File: config.mk
export PLATFORM = sky130hd
export DESIGN_NAME = length_prefixed_nal_to_start_code
export DESIGN_NICKNAME = d
export VERILOG_FILES = /design/src/sv/lpnal_pkg.sv /design/src/sv/lpnal_front.sv /design/src/sv/lpnal_fifo.sv /design/src/sv/lpnal_back.sv /design/src/sv/length_prefixed_nal_to_start_code.sv
export SDC_FILE = /design/constraint.sdc
export NUM_CORES = 1
export LEC_CHECK = 0
export BUFFER_PORTS_ARGS = -buffer_cell sky130_fd_sc_hd__buf_4
export CELL_PAD_IN_SITES_DETAIL_PLACEMENT = 0
export CELL_PAD_IN_SITES_GLOBAL_PLACEMENT = 1
export CORE_MARGIN = 2
export CORE_UTILIZATION = 50
export DETAILED_ROUTE_END_ITERATION = 10
export PLACE_DENSITY_LB_ADDON = 0.1
export SETUP_SLACK_MARGIN = 0.1
export SLEW_MARGIN = 30
export SYNTH_ARGS = -nofsm -noshare
export SYNTH_HDL_FRONTEND = slang
export SYNTH_SLANG_ARGS = --single-unit
export TNS_END_PERCENT = 5
File: constraint.sdc
create_clock -name clk_i -period 5.1 [get_ports clk_i]
set_input_delay 0 -clock clk_i [delete_from_list [all_inputs] [get_ports clk_i]]
set_output_delay 0 -clock clk_i [all_outputs]
set_load 0.005 [all_outputs]
File: src/sv/lpnal_pkg.sv
`timescale 1ns / 1ps

package lpnal_pkg;

  // Largest sample that the byte counters must hold.
  localparam int unsigned MAX_SAMPLE_BYTES = 4194304;
  localparam int unsigned SL_W  = 23;
  localparam int unsigned CNT_W = $clog2(MAX_SAMPLE_BYTES + 1);
  localparam int unsigned CMP_W = (CNT_W > SL_W) ? CNT_W : SL_W;
  localparam int unsigned LEN_W = 32;
  localparam int unsigned HDR_LEN = 4;

  // Command queue between the front and the back.
  localparam int unsigned QDEPTH = 8;
  localparam int unsigned QPTR_W = $clog2(QDEPTH);

  // Result kinds.
  localparam logic KIND_BYTE  = 1'b0;
  localparam logic KIND_ERROR = 1'b1;

  // Start code that replaces each length field.
  localparam logic [7:0] START_CODE [HDR_LEN] = '{8'h00, 8'h00, 8'h00, 8'h01};

  typedef enum logic [1:0] {
    PH_HEADER,
    PH_BODY,
    PH_DROP
  } phase_e;

  typedef enum logic [1:0] {
    CMD_BYTE,
    CMD_START,
    CMD_ERROR
  } cmd_e;

  typedef struct packed {
    logic [7:0]      data_byte;
    logic            first_of_sample;
    logic [SL_W-1:0] sample_length;
  } in_item_t;

  typedef struct packed {
    logic [7:0] out_byte;
    logic       item_kind;
    logic       last_of_run;
  } out_item_t;

  typedef struct packed {
    cmd_e       kind;
    logic [7:0] data;
  } cmd_t;

  // Queue status seen by its producer and consumer.
  typedef struct packed {
    logic full;
    logic valid;
  } q_status_t;

endpackage

File: src/sv/lpnal_front.sv
`timescale 1ns / 1ps

module lpnal_front (
  input  logic                clk_i,
  input  logic                rst_ni,
  input  logic                fire_i,
  input  lpnal_pkg::in_item_t item_i,
  output logic                push_o,
  output lpnal_pkg::cmd_t     cmd_o
);
  import lpnal_pkg::*;

  phase_e             phase_q, phase_d;
  logic [1:0]         hcnt_q, hcnt_d;
  logic [LEN_W-1:0]   gather_q, gather_d;
  logic [CNT_W-1:0]   sleft_q, sleft_d;
  logic [CNT_W-1:0]   body_q, body_d;

  // State as seen after a possible start of a new sample.
  phase_e             ph_e;
  logic [1:0]         hcnt_e;
  logic [LEN_W-1:0]   gather_e;
  logic [CNT_W-1:0]   rem;
  logic [CNT_W-1:0]   body_e;
  logic [CMP_W-1:0]   slen_ext;
  logic [CMP_W-1:0]   slen_clamp;
  logic [LEN_W-1:0]   gather_n;
  logic [CNT_W-1:0]   rem_m1;
  logic               short_tail;
  logic               len_bad;

  always_comb begin
    slen_ext   = CMP_W'(item_i.sample_length);
    slen_clamp = (slen_ext > CMP_W'(MAX_SAMPLE_BYTES)) ? CMP_W'(MAX_SAMPLE_BYTES) : slen_ext;
    if (item_i.first_of_sample) begin
      ph_e     = PH_HEADER;
      hcnt_e   = 2'd0;
      gather_e = '0;
      rem      = slen_clamp[CNT_W-1:0];
      body_e   = '0;
    end else begin
      ph_e     = phase_q;
      hcnt_e   = hcnt_q;
      gather_e = gather_q;
      rem      = sleft_q;
      body_e   = body_q;
    end
    gather_n   = {gather_e[LEN_W-9:0], item_i.data_byte};
    rem_m1     = rem - CNT_W'(1);
    short_tail = (hcnt_e == 2'd0) && (rem <= CNT_W'(HDR_LEN));
    len_bad    = gather_n > LEN_W'(rem_m1);
  end

  // Next state.
  always_comb begin
    phase_d  = ph_e;
    hcnt_d   = hcnt_e;
    gather_d = gather_e;
    sleft_d  = rem;
    body_d   = body_e;
    if (rem != '0) begin
      sleft_d = rem_m1;
      case (ph_e)
        PH_HEADER: begin
          if (short_tail) begin
            phase_d = PH_DROP;
          end else if (hcnt_e == 2'd3) begin
            hcnt_d   = 2'd0;
            gather_d = '0;
            if (len_bad) begin
              phase_d = PH_DROP;
            end else begin
              body_d  = gather_n[CNT_W-1:0];
              phase_d = (gather_n != '0) ? PH_BODY : PH_HEADER;
            end
          end else begin
            hcnt_d   = hcnt_e + 2'd1;
            gather_d = gather_n;
          end
        end
        PH_BODY: begin
          if (body_e != '0) begin
            body_d = body_e - CNT_W'(1);
          end
          if (body_e <= CNT_W'(1)) begin
            phase_d = PH_HEADER;
          end
        end
        default: begin
          phase_d = PH_DROP;
        end
      endcase
    end
  end

  // Command for the back part.
  always_comb begin
    push_o      = 1'b0;
    cmd_o.kind  = CMD_BYTE;
    cmd_o.data  = item_i.data_byte;
    if (fire_i && (rem != '0)) begin
      case (ph_e)
        PH_HEADER: begin
          if (!short_tail && (hcnt_e == 2'd3)) begin
            push_o     = 1'b1;
            cmd_o.kind = len_bad ? CMD_ERROR : CMD_START;
          end
        end
        PH_BODY: begin
          push_o = 1'b1;
        end
        default: begin
          push_o = 1'b0;
        end
      endcase
    end
  end

  always_ff @(posedge clk_i or negedge rst_ni) begin
    if (!rst_ni) begin
      phase_q  <= PH_HEADER;
      hcnt_q   <= 2'd0;
      gather_q <= '0;
      sleft_q  <= '0;
      body_q   <= '0;
    end else if (fire_i) begin
      phase_q  <= phase_d;
      hcnt_q   <= hcnt_d;
      gather_q <= gather_d;
      sleft_q  <= sleft_d;
      body_q   <= body_d;
    end
  end

  // A partly gathered length exists only in the header phase.
  assert property (@(posedge clk_i) disable iff (!rst_ni)
    (hcnt_q != 2'd0) |-> (phase_q == PH_HEADER))
    else $error("header count set outside header phase");

endmodule

File: src/sv/lpnal_fifo.sv
`timescale 1ns / 1ps

module lpnal_fifo (
  input  logic                 clk_i,
  input  logic                 rst_ni,
  input  logic                 push_i,
  input  lpnal_pkg::cmd_t      cmd_i,
  input  logic                 pop_i,
  output lpnal_pkg::cmd_t      cmd_o,
  output lpnal_pkg::q_status_t status_o
);
  import lpnal_pkg::*;

  cmd_t              mem_q [QDEPTH];
  logic [QPTR_W-1:0] wr_q, wr_d;
  logic [QPTR_W-1:0] rd_q, rd_d;
  logic [QPTR_W:0]   cnt_q, cnt_d;
  logic              do_push, do_pop;

  assign status_o.full  = (cnt_q == (QPTR_W+1)'(QDEPTH));
  assign status_o.valid = (cnt_q != '0);
  assign do_push = push_i && !status_o.full;
  assign do_pop  = pop_i && status_o.valid;
  assign cmd_o   = mem_q[rd_q];

  // Pointer and fill count update.
  always_comb begin
    wr_d  = do_push ? QPTR_W'((wr_q + 1'b1) % QDEPTH) : wr_q;
    rd_d  = do_pop  ? QPTR_W'((rd_q + 1'b1) % QDEPTH) : rd_q;
    cnt_d = cnt_q + (QPTR_W+1)'(do_push) - (QPTR_W+1)'(do_pop);
  end

  always_ff @(posedge clk_i or negedge rst_ni) begin
    if (!rst_ni) begin
      wr_q  <= '0;
      rd_q  <= '0;
      cnt_q <= '0;
    end else begin
      wr_q  <= wr_d;
      rd_q  <= rd_d;
      cnt_q <= cnt_d;
    end
  end

  // Entry storage.
  always_ff @(posedge clk_i) begin
    if (do_push) begin
      mem_q[wr_q] <= cmd_i;
    end
  end

  assert property (@(posedge clk_i) disable iff (!rst_ni)
    push_i |-> !status_o.full)
    else $error("push into full command queue");

  assert property (@(posedge clk_i) disable iff (!rst_ni)
    cnt_q <= (QPTR_W+1)'(QDEPTH))
    else $error("command queue count out of range");

endmodule

File: src/sv/lpnal_back.sv
`timescale 1ns / 1ps

module lpnal_back (
  input  logic                 clk_i,
  input  logic                 rst_ni,
  input  lpnal_pkg::cmd_t      cmd_i,
  input  lpnal_pkg::q_status_t status_i,
  output logic                 pop_o,
  output logic                 out_valid_o,
  input  logic                 out_ready_i,
  output lpnal_pkg::out_item_t out_data_o
);
  import lpnal_pkg::*;

  logic      out_valid_q, out_valid_d;
  out_item_t out_q, out_d;
  logic [1:0] idx_q, idx_d;
  logic      load;

  assign load        = !out_valid_q || out_ready_i;
  assign out_valid_o = out_valid_q;
  assign out_data_o  = out_q;

  // Expand the head command into result items.
  always_comb begin
    pop_o       = 1'b0;
    idx_d       = idx_q;
    out_d       = out_q;
    out_valid_d = out_valid_q && !out_ready_i;
    if (load && status_i.valid) begin
      case (cmd_i.kind)
        CMD_BYTE: begin
          pop_o       = 1'b1;
          out_valid_d = 1'b1;
          out_d       = '{out_byte: cmd_i.data, item_kind: KIND_BYTE, last_of_run: 1'b1};
        end
        CMD_START: begin
          out_valid_d = 1'b1;
          out_d       = '{out_byte: START_CODE[idx_q], item_kind: KIND_BYTE,
                          last_of_run: (idx_q == 2'd3)};
          idx_d       = idx_q + 2'd1;
          pop_o       = (idx_q == 2'd3);
        end
        CMD_ERROR: begin
          pop_o       = 1'b1;
          out_valid_d = 1'b1;
          out_d       = '{out_byte: 8'h00, item_kind: KIND_ERROR, last_of_run: 1'b1};
        end
        default: begin
          pop_o = 1'b1;
        end
      endcase
    end
  end

  always_ff @(posedge clk_i or negedge rst_ni) begin
    if (!rst_ni) begin
      out_valid_q <= 1'b0;
      idx_q       <= 2'd0;
    end else begin
      out_valid_q <= out_valid_d;
      idx_q       <= idx_d;
    end
  end

  always_ff @(posedge clk_i) begin
    out_q <= out_d;
  end

  // A start code in progress keeps its command at the queue head.
  assert property (@(posedge clk_i) disable iff (!rst_ni)
    (idx_q != 2'd0) |-> (status_i.valid && (cmd_i.kind == CMD_START)))
    else $error("start code interrupted");

  // An error item is a zero byte that ends its run.
  assert property (@(posedge clk_i) disable iff (!rst_ni)
    (out_valid_q && (out_q.item_kind == KIND_ERROR)) |->
      ((out_q.out_byte == 8'h00) && out_q.last_of_run))
    else $error("malformed error item");

endmodule

File: src/sv/length_prefixed_nal_to_start_code.sv
`timescale 1ns / 1ps
// With an empty queue, an input transfer's first result is registered in the queue and
// then in the output register; later start code bytes follow one per cycle while ready.
// Throughput: one input byte per cycle while the output is ready; a length header's fourth
// byte yields four start code bytes, which the back part sends one per cycle from an
// 8-entry queue that absorbs them. The queue depth sets how long the input keeps accepting
// while the output is stalled.
// Reset (rst_ni low, asynchronous) clears the queue, output valid and sample state.
module length_prefixed_nal_to_start_code (
  input  logic                 clk_i,
  input  logic                 rst_ni,
  input  logic                 in_valid_i,
  output logic                 in_ready_o,
  input  lpnal_pkg::in_item_t  in_data_i,
  output logic                 out_valid_o,
  input  logic                 out_ready_i,
  output lpnal_pkg::out_item_t out_data_o
);
  import lpnal_pkg::*;

  q_status_t q_status;
  cmd_t      push_cmd;
  cmd_t      head_cmd;
  logic      push;
  logic      pop;
  logic      fire;

  assign in_ready_o = !q_status.full;
  assign fire       = in_valid_i && in_ready_o;

  lpnal_front u_front (
    .clk_i  (clk_i),
    .rst_ni (rst_ni),
    .fire_i (fire),
    .item_i (in_data_i),
    .push_o (push),
    .cmd_o  (push_cmd)
  );

  lpnal_fifo u_fifo (
    .clk_i    (clk_i),
    .rst_ni   (rst_ni),
    .push_i   (push),
    .cmd_i    (push_cmd),
    .pop_i    (pop),
    .cmd_o    (head_cmd),
    .status_o (q_status)
  );

  lpnal_back u_back (
    .clk_i       (clk_i),
    .rst_ni      (rst_ni),
    .cmd_i       (head_cmd),
    .status_i    (q_status),
    .pop_o       (pop),
    .out_valid_o (out_valid_o),
    .out_ready_i (out_ready_i),
    .out_data_o  (out_data_o)
  );

endmodule
==> metrics.cfg, run 1 <==
[setup_path]
crit_path_start_kind=primary input
critPathCaptureType=flip-flop
critical_path.top_delay_family=simple AND/OR/NAND/NOR gates
critPathMostFrequentCell=nor2_1
worstPathArrival_ps=5000
cp_max_fo=11
worstSetupPathType=primary input to flip-flop
crit_chain=dlygate4sd3_1 > buf_4 > inv_2 > a41oi_1 > nor2_1 > nor2_1 > ha_1 > nand3_1 > or3_1 > nor2_1 > nand2_1 > xnor2_1 > ha_1 > nand4_1 > nor2_1 > a221o_1 > a2111oi_2 > o21ai_2 > or4b_2 > a21oi_1 > o32a_1
slowest_delay_ps=640
cp_data_required_time_ps=5470
path_buf_inv=3
slowest_stage=or4b_2

[finish]
drive_gt1_frac=0.169
multiInputGateArea_um2=4980
regArea_um2=4880
antennaDiodeCount=0
finalNetCount=1108
final_common_cell=edfxtp_1
final_cell_area_um2=11700
syn2layout_area_growth_pct=14.0
mostFrequentLayoutCells=edfxtp_1, buf_4, dfrtp_1
n_fill_cell=1712

[global_routing]
gr-total-overflow=0
gr-usage-met2=0.446
met3_usage=0.0377
grtUsageTotal=0.272
grtUsageMet1=0.377
grt.busiest_layer=met2
antenna_found_initial=0
grt_pass1_wl_mm=45.3
grt_max_degree=59
grt_pass1_vias=7959

[drt]
drc=0
ant_nets=0
dr.pass1.iters=5
wire_per_inst_um=21.9
drt-initial-drc-count=571
routed_wirelength_mm=28.8
route.vias.total=8122
via_per_inst=6.19

[sta]
fin_crit_ps=4630
relSlewSlack=0.387
setup_viol=0
hold_viol=0
fin_tns_setup_ps=0
timing.fmax_mhz=216
finalMaxSlewViolations=0
tightest_slew_ps=916
skew_ps=12.4
rsz0062_at_grt=no
hold_ws_ps=29.7
fin_crit_sh=0.907

[floorplanning]
initial_core_util=0.508
coreArea_um2=20200
ios=48
die_x_um=147
dieArea_um2=21700
row_count=52
dieHeight_um=147

[clocking]
htreeDepth=4
clock_latency_ps=440
cts_tree=yes
clkSlewWorstSetupHoldPaths_ps=80
clock-sinks=177
clock_path_buffers=2
root_buffer=clkbuf_16
cts_inserted_buffers=17

[pwr]
p_leak_uw=0.00464
peakVddDrop_mv=0.282
power.density_nw_per_um2=521
power_uw=6100

[yosys]
synthFlopType=edfxtp_1
synth_nets=1041
synth-edff-count=90
yosys_warnings=0
ys_seq_elements=177
synth-seq-area-share=0.475
synth_cell_types=89
async_reset_ff_frac=0.492
syn-cell-area_um2=10300
syn_avg_cell_area_um2=10.7
synthCells=963

[placement]
dpl_cell_area_um2=11000
gp_congestion=0.900
dp_hpwl_mm=20.4
io_buffer_count=47

[run]
drv_cap=0

[hold_path]
min_path_type=primary input to asynchronous set/reset pin

[run_status]
status=finished, final reports clean

## timing repair
action	4_1_cts	5_1_grt
hold buffers	11	0
setup buffers	0	0
setup endpoints to repair	0	24
resized for setup	0	4
hold endpoints to repair	103	0
## area by class of cell
| type | count | share of cell area |
|---|---|---|
| multi-input combinational | 692 | 0.424 |
| sequential | 177 | 0.416 |
| timing repair buffer | 98 | 0.0651 |
| clock buffer | 17 | 0.0363 |
| tap | 270 | 0.0288 |
| clock inverter | 15 | 0.0150 |
| inverter | 44 | 0.0141 |
## power by group
group,leakage (µW),internal (µW),switching [µW]
logic,0.00239,1140,1430
clock network,0.000295,668,658
registers,0.00196,1860,339
total,0.00464,3670,2430
## worst reg2reg max path, delay by kind of cell (launching register included)
family	cells	cell delay, ps
muxes	1	180
AOI/OAI and AO/OA	6	1500
DFF	1	400
buffers and inverters	3	580
adders and majority gates	1	320
xor gates and xnor gates	1	190
and+or+nand+nor	6	1310
## state kept, by name (all words and copies together) (netlist names), 2 cells and up
signal,cells
u_front.phase_q,2
u_front.hcnt_q,2
u_front.sleft_q,23
u_fifo.wr_q,3
u_fifo.cnt_q,4
u_fifo.mem_q,80
u_front.gather_q,24
u_back.out_data_o,10
u_back.idx_q,2
u_fifo.rd_q,3
u_front.body_q,23
## routing by layer
layer  share of wire  routed length (µm)
met3           0.048                1380
met2            0.48               13900
met1            0.44               12800
met5               0                   0
met4           0.026                 739
## synthesized netlist by cell type (all sizes together), types with 4 or more instances
master / number / area [µm²]
edfxtp: 90 / 2700
dfrtp: 87 / 2180
nand2: 76 / 285
nor2: 66 / 250
o21ai: 54 / 270
a21oi: 49 / 245
inv: 42 / 158
ha: 41 / 513
nor2b: 36 / 225
nor4: 29 / 181
clkbuf: 28 / 105
nor3: 27 / 145
nand3: 26 / 130
a22o: 24 / 210
xnor2: 24 / 210
buf: 22 / 181
mux4: 20 / 450
mux2i: 15 / 150
o22ai: 14 / 87.6
a31oi: 12 / 81.3
o211ai: 12 / 90.1
xor2: 12 / 105
nand2b: 11 / 71.3
nand3b: 8 / 60.1
nand4: 8 / 50.1
o31ai: 8 / 70.1
a21o: 7 / 60.1
or3: 7 / 43.8
a22oi: 5 / 37.5
mux2: 5 / 56.3
o221ai: 5 / 50.0
or2: 5 / 31.3
a211o: 4 / 35.0
a211oi: 4 / 30.0
and2: 4 / 25.0
nor3b: 4 / 30.0
o2111ai: 4 / 41.3
o21bai: 4 / 30.0
or4: 4 / 33.8
or4b: 4 / 40.0
## path summary, 6_finish.rpt
path                                                 start                              end  slack [ps]  depth (start not counted)
max                                          in_data_i[22]   u_front.body_q[15]$_DFFE_PN0P_         470                         21
min                                                 rst_ni   u_front.body_q[10]$_DFFE_PN0P_          30                          2
max reg2reg                 u_front.sleft_q[4]$_DFFE_PN0P_   u_front.body_q[19]$_DFFE_PN0P_         530                         18
min reg2reg                u_front.sleft_q[22]$_DFFE_PN0P_  u_front.sleft_q[22]$_DFFE_PN0P_         470                          2
max in group asynchronous                           rst_ni  u_front.gather_q[3]$_DFFE_PN0P_        3910                          3
min in group clk_i                            in_data_i[5]   u_front.sleft_q[5]$_DFFE_PN0P_          50                          5
## kinds of logic after synthesis
| family | count (synthesis) | synth area share |
|---|---|---|
| compound gates | 249 | 0.171 |
| flops | 177 | 0.475 |
| xor+xnor | 36 | 0.0307 |
| mux | 40 | 0.0639 |
| fa+ha+maj | 42 | 0.0518 |
| buf+inv | 94 | 0.0439 |
| simple gates | 325 | 0.164 |
## stage by stage
step,std cells,utilization,setup WS [ps]
2_1_floorplan,963,-,446
3_3_place_gp,1270,0.543,210
3_5_place_dp,1270,0.544,91.1
4_1_cts,1313,0.579,136
5_1_grt,1313,0.579,131
6_report,1313,0.579,474
Power figures use the tool's default switching activity.
==> inputs of run 2 (changes only) <==
--- a/config.mk
+++ b/config.mk
@@ -12,9 +12,9 @@
 export CORE_UTILIZATION = 50
 export DETAILED_ROUTE_END_ITERATION = 10
 export PLACE_DENSITY_LB_ADDON = 0.1
-export SETUP_SLACK_MARGIN = 0.1
 export SLEW_MARGIN = 30
 export SYNTH_ARGS = -nofsm -noshare
 export SYNTH_HDL_FRONTEND = slang
+export SYNTH_HIERARCHICAL = 1
 export SYNTH_SLANG_ARGS = --single-unit
 export TNS_END_PERCENT = 5
==> run 2 against run 1 <==
  * First-iteration DRC count grew 10%
  * Maximum frequency shrank 4.2%
  * Synthesized cell count shrank 1.9%
  * Combinational power shrank 2%
  * Clock skew grew 1.3 ps
  * Die area shrank 0.22%
  * Clock power is essentially flat
  * Sequential power is essentially flat
  * Hold slack gained 46 ps
  * Routed wire length grew 2.7%
  * Synthesized area shrank 0.23%
  * Critical path type unchanged
  * Critical endpoint is now u_front/body_q[3]$_DFFE_PN0P_
  * Largest cell class unchanged
  * Largest power group unchanged
==> metrics.cfg, run 2 <==
[run_status]
status=finished, final reports clean

[setup_path]
worstPathArrival_ps=5200
critPathCaptureType=flip-flop
cp_data_required_time_ps=5470
cp_max_fo=17
crit_path_start_kind=primary input
worstSetupPathType=primary input to flip-flop

[yosys]
synth-edff-count=90
ys_top_cells_by_area=edfxtp_1, dfrtp_1, ha_1
yosysMostFrequentCell=edfxtp_1
synth_area_leader_cell=edfxtp_1
synthCells=945
synthFlopType=edfxtp_1
synth_cell_types=87
async_reset_ff_frac=0.492
synth_nets=1024
synth-seq-area-share=0.476
synth_top_area_share=0.263
yosys_warnings=6
syn-cell-area_um2=10300
ys_seq_elements=177
yosys-top-cells-count=edfxtp_1, dfrtp_1, nand2_1, nor2_1, o21ai_0
syn_avg_cell_area_um2=10.9

[finish]
drive_gt1_frac=0.144
syn2layout_area_growth_pct=12.6
n_fill_cell=1702
finalNetCount=1068
mostFrequentLayoutCells=edfxtp_1, dfrtp_1, nand2_1
final_common_cell=edfxtp_1
regMostFlops=u_fifo/mem_q
antennaDiodeCount=0
reg.largest.list=u_fifo/mem_q (80), u_front/gather_q (24)
multiInputGateArea_um2=4970
largest_reg_flops=80
regArea_um2=4880

[clocking]
clkSlewWorstSetupHoldPaths_ps=80
cts_tree=yes
clock_latency_ps=440
htreeDepth=4
cts_inserted_buffers=17
root_buffer=clkbuf_16
clock_path_buffers=2
clock-sinks=177
post_cts_buffers=0

[sta]
finalMaxSlewViolations=0
relSlewSlack=0.428
fin_crit_sh=0.947
setup_viol=0
skew_ps=13.7
tightest_slew_ps=854
rsz0062_at_grt=no
hold_viol=0
timing.fmax_mhz=207
hold_ws_ps=76.0
fin_crit_ps=4830
fin_tns_setup_ps=0

[pwr]
power.density_nw_per_um2=520
peakVddDrop_mv=0.260
p_leak_uw=0.00458

[floorplanning]
dieArea_um2=21700
die_x_um=147
initial_core_util=0.509
row_count=52
ios=48
dieHeight_um=147
coreArea_um2=20200

[drt]
drc=0
route.vias.total=8271
routed_wirelength_mm=29.6
wire_per_inst_um=23.3
ant_nets=0
dr.pass1.iters=5
via_per_inst=6.50
drt-initial-drc-count=630

[global_routing]
grtUsageTotal=0.277
gr-total-overflow=0
antenna_found_initial=0
grt_pass1_vias=8099
grt_max_degree=77
grt_pass1_wl_mm=46.3

[hold_path]
min_path_type=primary input to flip-flop

[run]
drv_cap=0

[placement]
io_buffer_count=47
gp_congestion=0.932
dp_hpwl_mm=21.0

[run 2: where the power goes]
part           switching (µW)  internal, µW
sequential                346          1830
clock                     646           663
combinational            1440          1070
total                    2430          3570
[run 2: kinds of logic after synthesis]
| logic type | count (synthesis) | synth area share |
|---|---|---|
| buffers and inverters | 92 | 0.0434 |
| and+or+nand+nor | 318 | 0.161 |
| AOI/OAI and AO/OA | 246 | 0.170 |
| DFF | 177 | 0.476 |
| muxes | 36 | 0.0689 |
| adders and majority gates | 43 | 0.0532 |
| xor gates and xnor gates | 33 | 0.0282 |
[run 2: timing repair]
action                                 in CTS  in global routing
gates resized for setup                     0                  2
hold buffers                               12                  0
endpoints found under the hold margin     162                  0
setup endpoints to repair                   0                 10
[run 2: through the flow]
step / util / total power, µW / area, µm² / worst slack, ps / std cells
after floorplan: - / 3890 / 10300 / 880 / 945
after detailed placement: 0.536 / 4650 / 10800 / 232 / 1227
final: 0.573 / 6000 / 11600 / 269 / 1272
after global placement: 0.536 / 4570 / 10800 / 330 / 1227
after CTS: 0.572 / 5970 / 11500 / 217 / 1271
after global routing: 0.573 / 6390 / 11600 / 41.8 / 1272
[run 2: path summary, 6_finish.rpt]
| check | from | to | slack (ps) | depth (start not counted) |
|---|---|---|---|---|
| max in group asynchronous | rst_ni | u_fifo/wr_q[2]$_DFFE_PN0P_ | 4110 | 3 |
| min | in_data_i[7] | u_front/sleft_q[7]$_DFFE_PN0P_ | 80 | 4 |
| max | in_data_i[17] | u_front/body_q[3]$_DFFE_PN0P_ | 270 | 21 |
| max reg2reg | u_front/sleft_q[7]$_DFFE_PN0P_ | u_front/body_q[3]$_DFFE_PN0P_ | 330 | 16 |
| min reg2reg | u_back/idx_q[0]$_DFFE_PN0P_ | u_back/idx_q[0]$_DFFE_PN0P_ | 480 | 1 |
| min in group asynchronous | rst_ni | u_fifo/cnt_q[0]$_DFF_PN0_ | 270 | 3 |
[run 2: layer usage]
metal	wire, µm	up-vias	global-route usage	share of wire
met5	0	-	0	0
met4	653	0	0.0822	0.022
met3	1980	60	0.0503	0.067
met2	14000	363	0.449	0.47
met1	12900	4154	0.386	0.44
li1	-	3694	-	-
[run 2: cell type report]
| type | count | share of cell area |
|---|---|---|
| Clock buffer | 17 | 0.0368 |
| Clock inverter | 15 | 0.0148 |
| Inverter | 36 | 0.0117 |
| Multi-Input combinational cell | 677 | 0.430 |
| Sequential cell | 177 | 0.422 |
| Tap cell | 270 | 0.0292 |
| Timing Repair Buffer | 80 | 0.0549 |
[run 2: critical path: stages]
cell and delay (ps):
dlygate4sd3_1 530, buf_4 150, nor4_1 320, nand4_1 140, o21a_1 210, nor2_2 190, a22oi_1 190, ha_1 260
nand2_1 100, nor3_2 60, and3_1 180, xor2_1 180, ha_1 300, nand3_1 110, or4_1 560, or4_1 430
o22ai_2 230, o211a_4 340, o21ai_0 170, nor4_1 340, o22a_1 190
